[config.mk]
export PLATFORM = sky130hd
export DESIGN_NAME = next_permutation_generator
export DESIGN_NICKNAME = d
export VERILOG_FILES = /design/src/npg_pkg.sv /design/src/npg_useq.sv /design/src/next_permutation_generator.sv
export VERILOG_INCLUDE_DIRS = /design/src /design/src/src
export SDC_FILE = /design/constraint.sdc
export NUM_CORES = 1
export LEC_CHECK = 0
export ABC_AREA = 1
export CAP_MARGIN = 20
export CORE_MARGIN = 2
export CORE_UTILIZATION = 60
export DETAILED_ROUTE_END_ITERATION = 6
export DONT_BUFFER_PORTS = 1
export GPL_ROUTABILITY_DRIVEN = 0
export PLACE_DENSITY = 0.87
export SLEW_MARGIN = 20
export SYNTH_ARGS = -nofsm -noshare
export SYNTH_HDL_FRONTEND = slang
export SYNTH_SLANG_ARGS = --single-unit
export TNS_END_PERCENT = 10
[constraint.sdc]
create_clock -name clk -period 3.03 [get_ports clk]
set_input_delay 0.1515 -clock clk [delete_from_list [all_inputs] [get_ports clk]]
set_output_delay 0.1515 -clock clk [all_outputs]
set_load 0.005 [all_outputs]
[src/assert_macros.svh]
// assert_macros.svh: shorthand forms for concurrent assertions.
// No dependencies; included by the files that assert.
`ifndef ASSERT_MACROS_SVH
`define ASSERT_MACROS_SVH

// expr holds at every clock edge outside reset
`define ASSERT_ALWAYS(label, clk, rst, expr) \
  label: assert property (@(posedge clk) disable iff (rst) (expr)) \
    else $error("assertion failed");

// ante in a cycle implies cons in the same cycle
`define ASSERT_IMPLIES(label, clk, rst, ante, cons) \
  label: assert property (@(posedge clk) disable iff (rst) (ante) |-> (cons)) \
    else $error("assertion failed");

// ante in a cycle implies cons in the next cycle
`define ASSERT_NEXT(label, clk, rst, ante, cons) \
  label: assert property (@(posedge clk) disable iff (rst) (ante) |=> (cons)) \
    else $error("assertion failed");

`endif

[src/npg_pkg.sv]
// npg_pkg: request/result types, codes and the microcode ROM of the
// next permutation generator. No dependencies.
package npg_pkg;

  localparam logic ACT_LOAD    = 1'b0;
  localparam logic ACT_ADVANCE = 1'b1;

  localparam logic [1:0] ST_PERM      = 2'd0;
  localparam logic [1:0] ST_EXHAUSTED = 2'd1;
  localparam logic [1:0] ST_DROPPED   = 2'd2;

  localparam logic signed [7:0] SEPARATOR = 8'sd10;

  typedef struct packed {
    logic              action;
    logic signed [7:0] symbol;
    logic              closes_set;
  } request_t;

  typedef struct packed {
    logic signed [7:0] out_symbol;
    logic              run_end;
    logic [1:0]        status;
  } result_t;

  // microprogram steps
  localparam int UPC_W = 5;
  localparam logic [UPC_W-1:0] S_CHK   = 5'd0;
  localparam logic [UPC_W-1:0] S_PRD   = 5'd1;
  localparam logic [UPC_W-1:0] S_PCMP  = 5'd2;
  localparam logic [UPC_W-1:0] S_PZ    = 5'd3;
  localparam logic [UPC_W-1:0] S_SINIT = 5'd4;
  localparam logic [UPC_W-1:0] S_SRD   = 5'd5;
  localparam logic [UPC_W-1:0] S_SCMP  = 5'd6;
  localparam logic [UPC_W-1:0] S_SDEC  = 5'd7;
  localparam logic [UPC_W-1:0] S_SW1   = 5'd8;
  localparam logic [UPC_W-1:0] S_SW2   = 5'd9;
  localparam logic [UPC_W-1:0] S_RCHK  = 5'd10;
  localparam logic [UPC_W-1:0] S_RRD   = 5'd11;
  localparam logic [UPC_W-1:0] S_RW1   = 5'd12;
  localparam logic [UPC_W-1:0] S_RW2   = 5'd13;
  localparam logic [UPC_W-1:0] S_RDONE = 5'd14;
  localparam logic [UPC_W-1:0] S_EINIT = 5'd15;
  localparam logic [UPC_W-1:0] S_EOUT  = 5'd16;
  localparam logic [UPC_W-1:0] S_EEMIT = 5'd17;
  localparam logic [UPC_W-1:0] S_ESEP  = 5'd18;
  localparam logic [UPC_W-1:0] S_XINIT = 5'd19;
  localparam logic [UPC_W-1:0] S_EXS   = 5'd20;
  localparam logic [UPC_W-1:0] S_IDLE  = 5'd21;

  // pointer A operations
  localparam logic [2:0] RA_HOLD = 3'd0;
  localparam logic [2:0] RA_CNT2 = 3'd1;
  localparam logic [2:0] RA_ZERO = 3'd2;
  localparam logic [2:0] RA_INC  = 3'd3;
  localparam logic [2:0] RA_DEC  = 3'd4;

  // pointer B operations
  localparam logic [1:0] RB_HOLD = 2'd0;
  localparam logic [1:0] RB_CNT1 = 2'd1;
  localparam logic [1:0] RB_DEC  = 2'd2;

  // write data select
  localparam logic WS_A_GETS_B = 1'b0;
  localparam logic WS_B_GETS_A = 1'b1;

  // result emission
  localparam logic [1:0] EM_NONE = 2'd0;
  localparam logic [1:0] EM_SYM  = 2'd1;
  localparam logic [1:0] EM_SEP  = 2'd2;
  localparam logic [1:0] EM_EXH  = 2'd3;

  // branch conditions
  localparam logic [2:0] C_ALWAYS   = 3'd0;
  localparam logic [2:0] C_LT2      = 3'd1;
  localparam logic [2:0] C_GE       = 3'd2;
  localparam logic [2:0] C_RA_ZERO  = 3'd3;
  localparam logic [2:0] C_RA_LT_RB = 3'd4;
  localparam logic [2:0] C_EXH      = 3'd5;
  localparam logic [2:0] C_RA_LAST  = 3'd6;

  typedef struct packed {
    logic             rd;
    logic             we;
    logic             wsel;
    logic [2:0]       ra_op;
    logic [1:0]       rb_op;
    logic             set_exh;
    logic [1:0]       emit;
    logic [2:0]       cond;
    logic [UPC_W-1:0] tgt_t;
    logic [UPC_W-1:0] tgt_f;
  } ctl_t;

  typedef struct packed {
    logic lt2;
    logic ge;
    logic ra_zero;
    logic ra_lt_rb;
    logic exh;
    logic ra_last;
  } flags_t;

  function automatic ctl_t ucode(input logic [UPC_W-1:0] step);
    ctl_t c;
    c = '0;
    c.tgt_t = S_IDLE;
    c.tgt_f = S_IDLE;
    unique case (step)
      S_CHK: begin
        c.ra_op = RA_CNT2; c.rb_op = RB_CNT1;
        c.cond = C_LT2; c.tgt_t = S_EXS; c.tgt_f = S_PRD;
      end
      S_PRD: begin
        c.rd = 1'b1; c.tgt_t = S_PCMP;
      end
      S_PCMP: begin
        c.cond = C_GE; c.tgt_t = S_PZ; c.tgt_f = S_SINIT;
      end
      S_PZ: begin
        c.ra_op = RA_DEC; c.rb_op = RB_DEC;
        c.cond = C_RA_ZERO; c.tgt_t = S_XINIT; c.tgt_f = S_PRD;
      end
      S_SINIT: begin
        c.rb_op = RB_CNT1; c.tgt_t = S_SRD;
      end
      S_SRD: begin
        c.rd = 1'b1; c.tgt_t = S_SCMP;
      end
      S_SCMP: begin
        c.cond = C_GE; c.tgt_t = S_SDEC; c.tgt_f = S_SW1;
      end
      S_SDEC: begin
        c.rb_op = RB_DEC; c.tgt_t = S_SRD;
      end
      S_SW1: begin
        c.we = 1'b1; c.wsel = WS_A_GETS_B; c.tgt_t = S_SW2;
      end
      S_SW2: begin
        c.we = 1'b1; c.wsel = WS_B_GETS_A;
        c.ra_op = RA_INC; c.rb_op = RB_CNT1; c.tgt_t = S_RCHK;
      end
      S_RCHK: begin
        c.cond = C_RA_LT_RB; c.tgt_t = S_RRD; c.tgt_f = S_RDONE;
      end
      S_RRD: begin
        c.rd = 1'b1; c.tgt_t = S_RW1;
      end
      S_RW1: begin
        c.we = 1'b1; c.wsel = WS_A_GETS_B; c.tgt_t = S_RW2;
      end
      S_RW2: begin
        c.we = 1'b1; c.wsel = WS_B_GETS_A;
        c.ra_op = RA_INC; c.rb_op = RB_DEC; c.tgt_t = S_RCHK;
      end
      S_RDONE: begin
        c.cond = C_EXH; c.tgt_t = S_EXS; c.tgt_f = S_EINIT;
      end
      S_EINIT: begin
        c.ra_op = RA_ZERO; c.tgt_t = S_EOUT;
      end
      S_EOUT: begin
        c.rd = 1'b1; c.tgt_t = S_EEMIT;
      end
      S_EEMIT: begin
        c.emit = EM_SYM; c.ra_op = RA_INC;
        c.cond = C_RA_LAST; c.tgt_t = S_ESEP; c.tgt_f = S_EOUT;
      end
      S_ESEP: begin
        c.emit = EM_SEP; c.tgt_t = S_IDLE;
      end
      S_XINIT: begin
        c.ra_op = RA_ZERO; c.rb_op = RB_CNT1; c.set_exh = 1'b1;
        c.tgt_t = S_RCHK;
      end
      S_EXS: begin
        c.emit = EM_EXH; c.tgt_t = S_IDLE;
      end
      S_IDLE: begin
        c.tgt_t = S_IDLE;
      end
      default: begin
        c.tgt_t = S_IDLE;
      end
    endcase
    return c;
  endfunction

endpackage

[src/npg_useq.sv]
// npg_useq: step counter and microcode fetch with conditional branching.
// Depends on npg_pkg (ROM, control word and flag types).
module npg_useq (
  input  logic            clk,
  input  logic            rst,
  input  logic            go,
  input  npg_pkg::flags_t flags,
  output npg_pkg::ctl_t   ctl,
  output logic            busy
);

  logic [npg_pkg::UPC_W-1:0] upc;
  logic [npg_pkg::UPC_W-1:0] upc_next;
  logic                      taken;

  assign ctl  = npg_pkg::ucode(upc);
  assign busy = (upc != npg_pkg::S_IDLE);

  always_comb begin
    unique case (ctl.cond)
      npg_pkg::C_ALWAYS:   taken = 1'b1;
      npg_pkg::C_LT2:      taken = flags.lt2;
      npg_pkg::C_GE:       taken = flags.ge;
      npg_pkg::C_RA_ZERO:  taken = flags.ra_zero;
      npg_pkg::C_RA_LT_RB: taken = flags.ra_lt_rb;
      npg_pkg::C_EXH:      taken = flags.exh;
      npg_pkg::C_RA_LAST:  taken = flags.ra_last;
      default:             taken = 1'b1;
    endcase
  end

  always_comb begin
    if (upc == npg_pkg::S_IDLE) begin
      upc_next = go ? npg_pkg::S_CHK : npg_pkg::S_IDLE;
    end else begin
      upc_next = taken ? ctl.tgt_t : ctl.tgt_f;
    end
  end

  always_ff @(posedge clk) begin
    if (rst) begin
      upc <= npg_pkg::S_IDLE;
    end else begin
      upc <= upc_next;
    end
  end

endmodule

[src/next_permutation_generator.sv]
// next_permutation_generator: symbol store plus microcoded next-permutation
// datapath. Depends on npg_pkg, npg_useq and assert_macros.svh.
// Load: taken when not busy, busy stays low; a dropped load strobes its result the next cycle.
// Advance: busy while the sequencer runs the serial scans over the arrangement RAM; symbols
// strobe one by one, then the separator, or one exhausted result under two symbols or past the
// last arrangement; next request taken when busy drops. Sync reset empties the set, idles sequencer.
`include "assert_macros.svh"

module next_permutation_generator #(
  parameter int MAX_SYMBOLS = 8
) (
  input  logic               clk,
  input  logic               rst,
  input  logic               start,
  output logic               busy,
  input  npg_pkg::request_t  request,
  output npg_pkg::result_t   result,
  output logic               result_valid
);

  localparam int IW = (MAX_SYMBOLS > 1) ? $clog2(MAX_SYMBOLS) : 1;
  localparam int CW = $clog2(MAX_SYMBOLS + 1);

  logic [7:0]    mem [MAX_SYMBOLS];
  logic [CW-1:0] count;
  logic          closed;
  logic          exh;
  logic [IW-1:0] ra;
  logic [IW-1:0] rb;
  logic [IW-1:0] ra_next;
  logic [IW-1:0] rb_next;
  logic [7:0]    da;
  logic [7:0]    db;

  logic [CW:0]   cnt_m1;
  logic [CW:0]   cnt_m2;
  logic [CW-1:0] base;
  logic          full;
  logic          accept;
  logic          load_acc;
  logic          adv_acc;

  logic          mem_we;
  logic [IW-1:0] mem_addr;
  logic [7:0]    mem_wdata;

  logic             emit_any;
  npg_pkg::result_t res_next;
  npg_pkg::ctl_t    ctl;
  npg_pkg::flags_t  flags;

  assign accept   = start && !busy;
  assign load_acc = accept && (request.action == npg_pkg::ACT_LOAD);
  assign adv_acc  = accept && (request.action == npg_pkg::ACT_ADVANCE);

  assign cnt_m1 = {1'b0, count} - (CW+1)'(1);
  assign cnt_m2 = {1'b0, count} - (CW+1)'(2);
  assign base   = closed ? '0 : count;
  assign full   = (base == CW'(MAX_SYMBOLS));

  assign flags.lt2      = ({1'b0, count} < (CW+1)'(2));
  assign flags.ge       = ($signed(da) >= $signed(db));
  assign flags.ra_zero  = (ra == '0);
  assign flags.ra_lt_rb = (ra < rb);
  assign flags.exh      = exh;
  assign flags.ra_last  = ((CW+1)'(ra) == cnt_m1);

  npg_useq u_useq (
    .clk   (clk),
    .rst   (rst),
    .go    (adv_acc),
    .flags (flags),
    .ctl   (ctl),
    .busy  (busy)
  );

  // pointer updates
  always_comb begin
    unique case (ctl.ra_op)
      npg_pkg::RA_HOLD: ra_next = ra;
      npg_pkg::RA_CNT2: ra_next = IW'(cnt_m2);
      npg_pkg::RA_ZERO: ra_next = '0;
      npg_pkg::RA_INC:  ra_next = ra + IW'(1);
      npg_pkg::RA_DEC:  ra_next = ra - IW'(1);
      default:          ra_next = ra;
    endcase
    unique case (ctl.rb_op)
      npg_pkg::RB_HOLD: rb_next = rb;
      npg_pkg::RB_CNT1: rb_next = IW'(cnt_m1);
      npg_pkg::RB_DEC:  rb_next = rb - IW'(1);
      default:          rb_next = rb;
    endcase
  end

  always_ff @(posedge clk) begin
    ra <= ra_next;
    rb <= rb_next;
  end

  // arrangement RAM: one write port, two registered read ports
  always_comb begin
    mem_we    = 1'b0;
    mem_addr  = ra;
    mem_wdata = db;
    if (load_acc && !full) begin
      mem_we    = 1'b1;
      mem_addr  = base[IW-1:0];
      mem_wdata = request.symbol;
    end else if (ctl.we) begin
      mem_we    = 1'b1;
      mem_addr  = (ctl.wsel == npg_pkg::WS_B_GETS_A) ? rb : ra;
      mem_wdata = (ctl.wsel == npg_pkg::WS_B_GETS_A) ? da : db;
    end
  end

  always_ff @(posedge clk) begin
    if (mem_we) begin
      mem[mem_addr] <= mem_wdata;
    end
    if (ctl.rd) begin
      da <= mem[ra];
      db <= mem[rb];
    end
  end

  // set bookkeeping
  always_ff @(posedge clk) begin
    if (rst) begin
      count  <= '0;
      closed <= 1'b0;
      exh    <= 1'b0;
    end else begin
      if (load_acc) begin
        count  <= full ? base : base + CW'(1);
        closed <= request.closes_set;
      end
      if (adv_acc) begin
        exh <= 1'b0;
      end else if (ctl.set_exh) begin
        exh <= 1'b1;
      end
    end
  end

  // result register
  always_comb begin
    emit_any = 1'b1;
    res_next = '0;
    if (load_acc && full) begin
      res_next.run_end = 1'b1;
      res_next.status  = npg_pkg::ST_DROPPED;
    end else begin
      case (ctl.emit)
        npg_pkg::EM_SYM: begin
          res_next.out_symbol = da;
          res_next.status     = npg_pkg::ST_PERM;
        end
        npg_pkg::EM_SEP: begin
          res_next.out_symbol = npg_pkg::SEPARATOR;
          res_next.run_end    = 1'b1;
          res_next.status     = npg_pkg::ST_PERM;
        end
        npg_pkg::EM_EXH: begin
          res_next.run_end = 1'b1;
          res_next.status  = npg_pkg::ST_EXHAUSTED;
        end
        default: begin
          emit_any = 1'b0;
        end
      endcase
    end
  end

  always_ff @(posedge clk) begin
    if (rst) begin
      result_valid <= 1'b0;
    end else begin
      result_valid <= emit_any;
    end
    if (emit_any) begin
      result <= res_next;
    end
  end

  `ASSERT_ALWAYS(a_count_range, clk, rst, count <= CW'(MAX_SYMBOLS))
  `ASSERT_IMPLIES(a_read_in_set, clk, rst, ctl.rd, (CW'(ra) < count) && (CW'(rb) < count))
  `ASSERT_NEXT(a_adv_quiet, clk, rst, adv_acc, !result_valid)
  `ASSERT_IMPLIES(a_done_has_result, clk, rst, !$past(rst) && $fell(busy), result_valid)

endmodule

======== Word-level counts from Yosys, hierarchy flattened ========
Memory sizes are Yosys's and may differ from the RTL's. A register that Yosys moved wholly into a read port is not among the register bits.
Index checks and enable logic that the tools add are counted.
operators by class
  bitwise gates (word level) .............. 1
  reductions and logical operators ........ 26
  equality and inequality tests ........... 39
  muxes and demuxes ....................... 32
  $lt $le $gt $ge ......................... 3
  add/sub/neg operators ................... 6
operators with widths
  cell                                           count
  case mux 5 bit (15 select lines)               1
  == test 5 x 4 -> 1 bit, second input constant  8
  == test 5 bit, second input constant           6
  case mux 5 bit (6 select lines)                1
  2-to-1 mux 8 bit                               3
  case mux 3 bit (4 select lines)                2
  == test 5 x 3 -> 1 bit, second input constant  4
  case mux 3 bit (6 select lines)                1
  OR reduction 2 bit                             9
  case mux 8 bit (2 select lines)                1
  2-to-1 mux 5 bit                               3
  == test 3 x 2 -> 1 bit, second input constant  4
  == test 3 bit, second input constant           4
  OR reduction 3 bit                             4
  == test 5 x 2 -> 1 bit, second input constant  2
  2-to-1 mux 1 bit                               10
  2-to-1 mux 3 bit                               3
  >= comparator 8 bit                            1
  2-to-1 mux 4 bit                               2
  case mux 2 bit (2 select lines)                2
  OR reduction 4 bit                             2
  == test 2 bit, second input constant           3
  == test 3 x 1 -> 1 bit, second input constant  2
  case mux 1 bit (6 select lines)                1
  other kinds (21)                               28
word-level totals
  flip-flop bits (word level) ............. 29
  memory bits (writable) .................. 64
  memories kept ........................... 1
memories
  memory  words  bits a word  rd ports  clocked after Yosys merged registers in  write ports  RTL line                          text
  mem     8      8            2         2                                        1            next_permutation_generator.sv:24  logic [7:0] mem [MAX_SYMBOLS];

======== Depth between registers and ports, before layout ========
  word-level depth ........................ 8
  gate-level depth with buffers ........... 17
  gate-level depth less buffers ........... 17

======== By module ========
From an unflattened synthesis, not the netlist that was laid out.
unflattened totals
  cells, all modules ...................... 738
  area, all modules ....................... 6317.3 um^2
by module, submodules not included
  module                      instances  area an instance (um^2)  seq. area each (um^2)  cells an instance
  next_permutation_generator  1          5506.5                   3052.9                 592
  npg_useq                    1          810.8                    100.1                  146

======== Worst setup path after synthesis ========
No wires, ideal clock.
  path type ............................... reg-to-reg
  start ................................... reg count[0]
  end ..................................... mem mem[1][0] (enable)
  arrival ................................. 1.904 ns
  cell stages (with the launch flop) ...... 12
  buffers on the path ..................... 0
  slack ................................... 0.756 ns
  required time ........................... 2.660 ns
  library setup time ...................... 0.370 ns
  path through ............................ dfxtp_1 > inv_1 > nor2_1 > inv_1 > ha_1 > nand3_1 > inv_1 > nor2_8 > inv_4 > o211ai_1 > nand3_1 > nor2_1
between the ends
  word-level cells in the longest chain between the ends .. 7
RTL lines
  item                                    RTL line                           text
  start, declared                         next_permutation_generator.sv:25   logic [CW-1:0] count;
  start signal, assigned                  next_permutation_generator.sv:134  count <= full ? base : base + CW'(1);
  2-to-1 mux 4 bit *                      next_permutation_generator.sv:58   assign base = closed ? '0 : count;
  == test 4 bit                           next_permutation_generator.sv:59   assign full = (base == CW'(MAX_SYMBOLS));
  logical NOT 1 bit                       next_permutation_generator.sv:105  if (load_acc && !full) begin
  logical AND 1 bit                       next_permutation_generator.sv:105
  2-to-1 mux 1 bit                        next_permutation_generator.sv:105
  2-to-1 mux 1 bit                        next_permutation_generator.sv:117  if (mem_we) begin
  2-to-1 mux 1 bit (not written as such)  next_permutation_generator.sv:118  mem[mem_addr] <= mem_wdata;
  end, declared                           next_permutation_generator.sv:24
Every way passes the cells marked *; elsewhere a longest branch is shown, timed or not.

======== Worst setup path after layout ========
  start ................................... reg count[0]
  end ..................................... mem mem[4][1] (enable)
Same word-level chain as after synthesis.

==> impl_metrics.csv <==
group,metric,value,unit
status,outcome,"complete, no violations",
logic_synthesis,syn_area,0.006100,mm^2
layout,instances_no_fill,841,
clock_network,cts.sinks,109,
floorplanning,core-area,0.009819,mm^2
grt,grtUsageMet2,46.38,%
logic_synthesis,synth-edff-count,97,
flow_run,cap_viol_max_count,0,
logic_synthesis,synth_top_area_share,47.75,%
logic_synthesis,synth_warnings,0,
layout,drive_gt1_share,8.475,%
critical_path,timing_worst_setup_path_type,"flop to flop",
critical_path,critPathBufInv,5,
hold_path,min-delay-start,"request[9]",
critical_path,cp-start-kind,"flop",
drt,drt-initial-drc-count,698,
logic_synthesis,synth_fp_nets,732,
sta,hold_violations,0,
clock_network,clkLatencyLatePin,0.38,ns
clock_network,cts_root_buffer,"clkbuf_8",
critical_path,regToRegSetupSlack,0.17,ns
layout,multiInputGateArea,0.002464,mm^2
critical_path,path_cells,"inv_1 > nor2_1 > inv_1 > ha_1 > nand3_1 > inv_1 > nor2_8 > inv_4 > o211ai_2 > o21ai_2 > inv_1 > nand2_1 > nor2_1",
logic_synthesis,synthTopCellsByArea,"edfxtp_1, nand2_1, o21ai_0",
layout,nets,738,
placed_design,post-place-ws,0.2612,ns
logic_synthesis,ys_ff_latch,109,
logic_synthesis,synthFlopType,"edfxtp_1",
grt,grt_start_max_net_pins,44,
grt,grt_pass1_wl,24580,um
clock_network,post_cts_buffers,0,
floorplanning,die_area,0.01099,mm^2
sta,rsz0062_at_grt,"false",
placed_design,port_buffers,0,
grt,grt_busiest_layer,"met2",
grt,gr-usage-met1,38.66,%
logic_synthesis,synth.most_common_cell,"nand2_1",
clock_network,cts_buffers,9,
drt,dr.pass1.iters,7,
sta,finClkSkew,0.01355,ns
logic_synthesis,synth_common_cells,"nand2_1, o21ai_0, edfxtp_1, inv_1, a21oi_1",
critical_path,crit_slowest_cell,"nor2_1",
critical_path,critPathCaptureType,"flop",
pwr,ir_drop,0.0004503,V
grt,antenna_found_initial,0,
floorplanning,ios,26,
layout,n_fill_cell,734,
floorplanning,die_x,104.8,um
layout,ff_latch_area,0.003153,mm^2
hold_path,hold_end,"closed$_SDFFE_PP0P_",
logic_synthesis,synth_top_area_cell,"edfxtp_1",
critical_path,arrival,2.88,ns
sta,fmax,0.3496,GHz
pwr,cellLeakagePower,2.798,nW
placed_design,dp_cells,822,
sta,setup_slack,0.1692,ns
floorplanning,initial_core_util,62.12,%
logic_synthesis,synth_seq_area_share,51.69,%
sta,final.min_clock_period,2.861,ns
sta,finalMaxSlewViolations,0,
drt,vias,5259,
clock_network,clk_pin_slew,0.11,ns
critical_path,rr_startpoint,"count[0]$_SDFFE_PP0P_",
clock_network,post_cts_resize_count,0,
sta,tightest_slew,0.7627,ns
clock_network,htree_num_levels,3,
sta,slew_headroom,49.01,%
sta,setup_viol,0,
floorplanning,dieHeight,104.8,um
grt,grt_usage,28.57,%
logic_synthesis,postSynthCellCount,697,
critical_path,crit_family,"simple AND/OR/NAND/NOR gates",
drt,antenna_left,0,
drt,avgViaCountPerCell,6.253,
critical_path,cp.depth,13,
hold_path,hold_class,"input pin to flop",
grt,grtUsageMet3,4.242,%
sta,period_share,94.42,%
critical_path,worstPathRequired,3.05,ns
clock_network,cts_tree,"built",
sta,tns,0,ns
floorplanning,rows,36,
logic_synthesis,syn_area_per_cell,8.751,um^2
critical_path,max_stage_delay,0.52,ns
clock_network,cts_buffer_depth,2,
logic_synthesis,synth_cell_types,38,
critical_path,critPathMostFrequentCell,"inv_1",
critical_path,r2r_cells,13,
pwr,power_density,797.6,mW/mm^2
layout,insertedDiodeCount,0,
layout,area_growth,7.159,%
critical_path,r2r-end,"mem[4][1]$_DFFE_PP_",
grt,grt_pass1_vias,4860,
logic_synthesis,ys_async_sr_fraction,0,%
critical_path,crit_fanout,18,
drt,remaining_drc_errors,0,
grt,grt_overflow,0,
drt,wl,15440,um
drt,routedWlPerCell,18.36,um
hold_path,min_path_cells,3,
placed_design,dp_hpwl,11060,um
-- final cells by class --
class	instances	area share (%)
multi-input cells	465	37.69
inverters	94	5.436
clock buffers	9	1.895
flip-flops and latches	109	48.24
well taps	133	2.546
clock inverters	7	1.321
repair buffers	24	2.871
-- worst reg2reg max path, stage by stage, from the launching register on --
cell	delay [ns]
dfxtp_1	0.45
inv_1	0.12
nor2_1	0.17
inv_1	0.09
ha_1	0.21
nand3_1	0.12
inv_1	0.11
nor2_8	0.26
inv_4	0.11
o211ai_2	0.08
o21ai_2	0.10
inv_1	0.09
nand2_1	0.07
nor2_1	0.52
-- per-stage QoR --
stage / util (%) / hold slack, ns / cell area [um^2] / power (W)
after floorplan: - / 0.2206 / 6100 / 0.003661
after global routing: 66.56 / 0.05678 / 6536 / 0.005503
after global placement: 64.12 / 0.2264 / 6296 / 0.004132
after detailed placement: 64.12 / 0.2315 / 6296 / 0.004261
after CTS: 66.56 / 0.04815 / 6536 / 0.005146
final: 66.56 / 0.04667 / 6536 / 0.005213
-- layer usage --
| metal | part of all wire [%] | vias up |
|---|---|---|
| met4 | 3.7 | 0 |
| met3 | 12 | 81 |
| li1 | - | 2392 |
| met1 | 38 | 2348 |
| met5 | 0 | - |
| met2 | 46 | 438 |
-- timing repair --
item,in CTS,in global routing
hold endpoints to repair,11,0
endpoints found under the setup margin,0,0
hold buffers,3,0
-- where the power goes --
group          leakage (nW)  internal [W]  total [W]  switching [W]
logic                  1.71      0.000623    0.00207        0.00145
registers             0.984       0.00209    0.00225       0.000158
clock network         0.105      0.000333   0.000897       0.000564
-- placed cells by master, fill, tap and decap left out, drive strengths merged, types with 2 or more instances in the layout --
cell type,n
xnor2,4
nor2,59
dlygate4sd3,3
buf,21
nand4,5
nand3,40
ha,21
dfxtp,12
clkbuf,9
nand2,142
o211ai,13
clkinv,7
a21o,2
a31oi,16
edfxtp,97
inv,94
a21oi,54
o21ai,101
-- registers in the layout (all words and copies together) (netlist names) --
name / flops
mem: 64
result: 11
da: 8
db: 8
u_useq.upc: 5
count: 4
ra: 3
rb: 3
closed: 1
exh: 1
result_valid: 1
-- worst max-delay path by stage --
stage,from,slack [ns],to
2_1_floorplan,count[0]$_SDFFE_PP0P_,0.76,mem[1][0]$_DFFE_PP_
3_3_place_gp,count[1]$_SDFFE_PP0P_,0.43,mem[4][4]$_DFFE_PP_
3_5_place_dp,count[0]$_SDFFE_PP0P_,0.26,mem[4][4]$_DFFE_PP_
4_1_cts,count[0]$_SDFFE_PP0P_,0.24,mem[4][1]$_DFFE_PP_
5_1_grt,count[1]$_SDFFE_PP0P_,0.0003,mem[6][4]$_DFFE_PP_
6_report,count[0]$_SDFFE_PP0P_,0.17,mem[4][1]$_DFFE_PP_
-- cell families (layout without fill, tap and decap cells) --
group                    after synthesis  in the layout  share of synthesized area, %
AO/OA/AOI/OAI                        192            192                         17.25
XOR/XNOR                               5              5                        0.7179
adder cells (fa/ha/maj)               22             22                         4.636
buffers and inverters                123            134                         7.918
flip-flops                           109            109                         51.69
AND/OR/NAND/NOR                      246            246                         17.78
(Power assumes the default switching activity.)
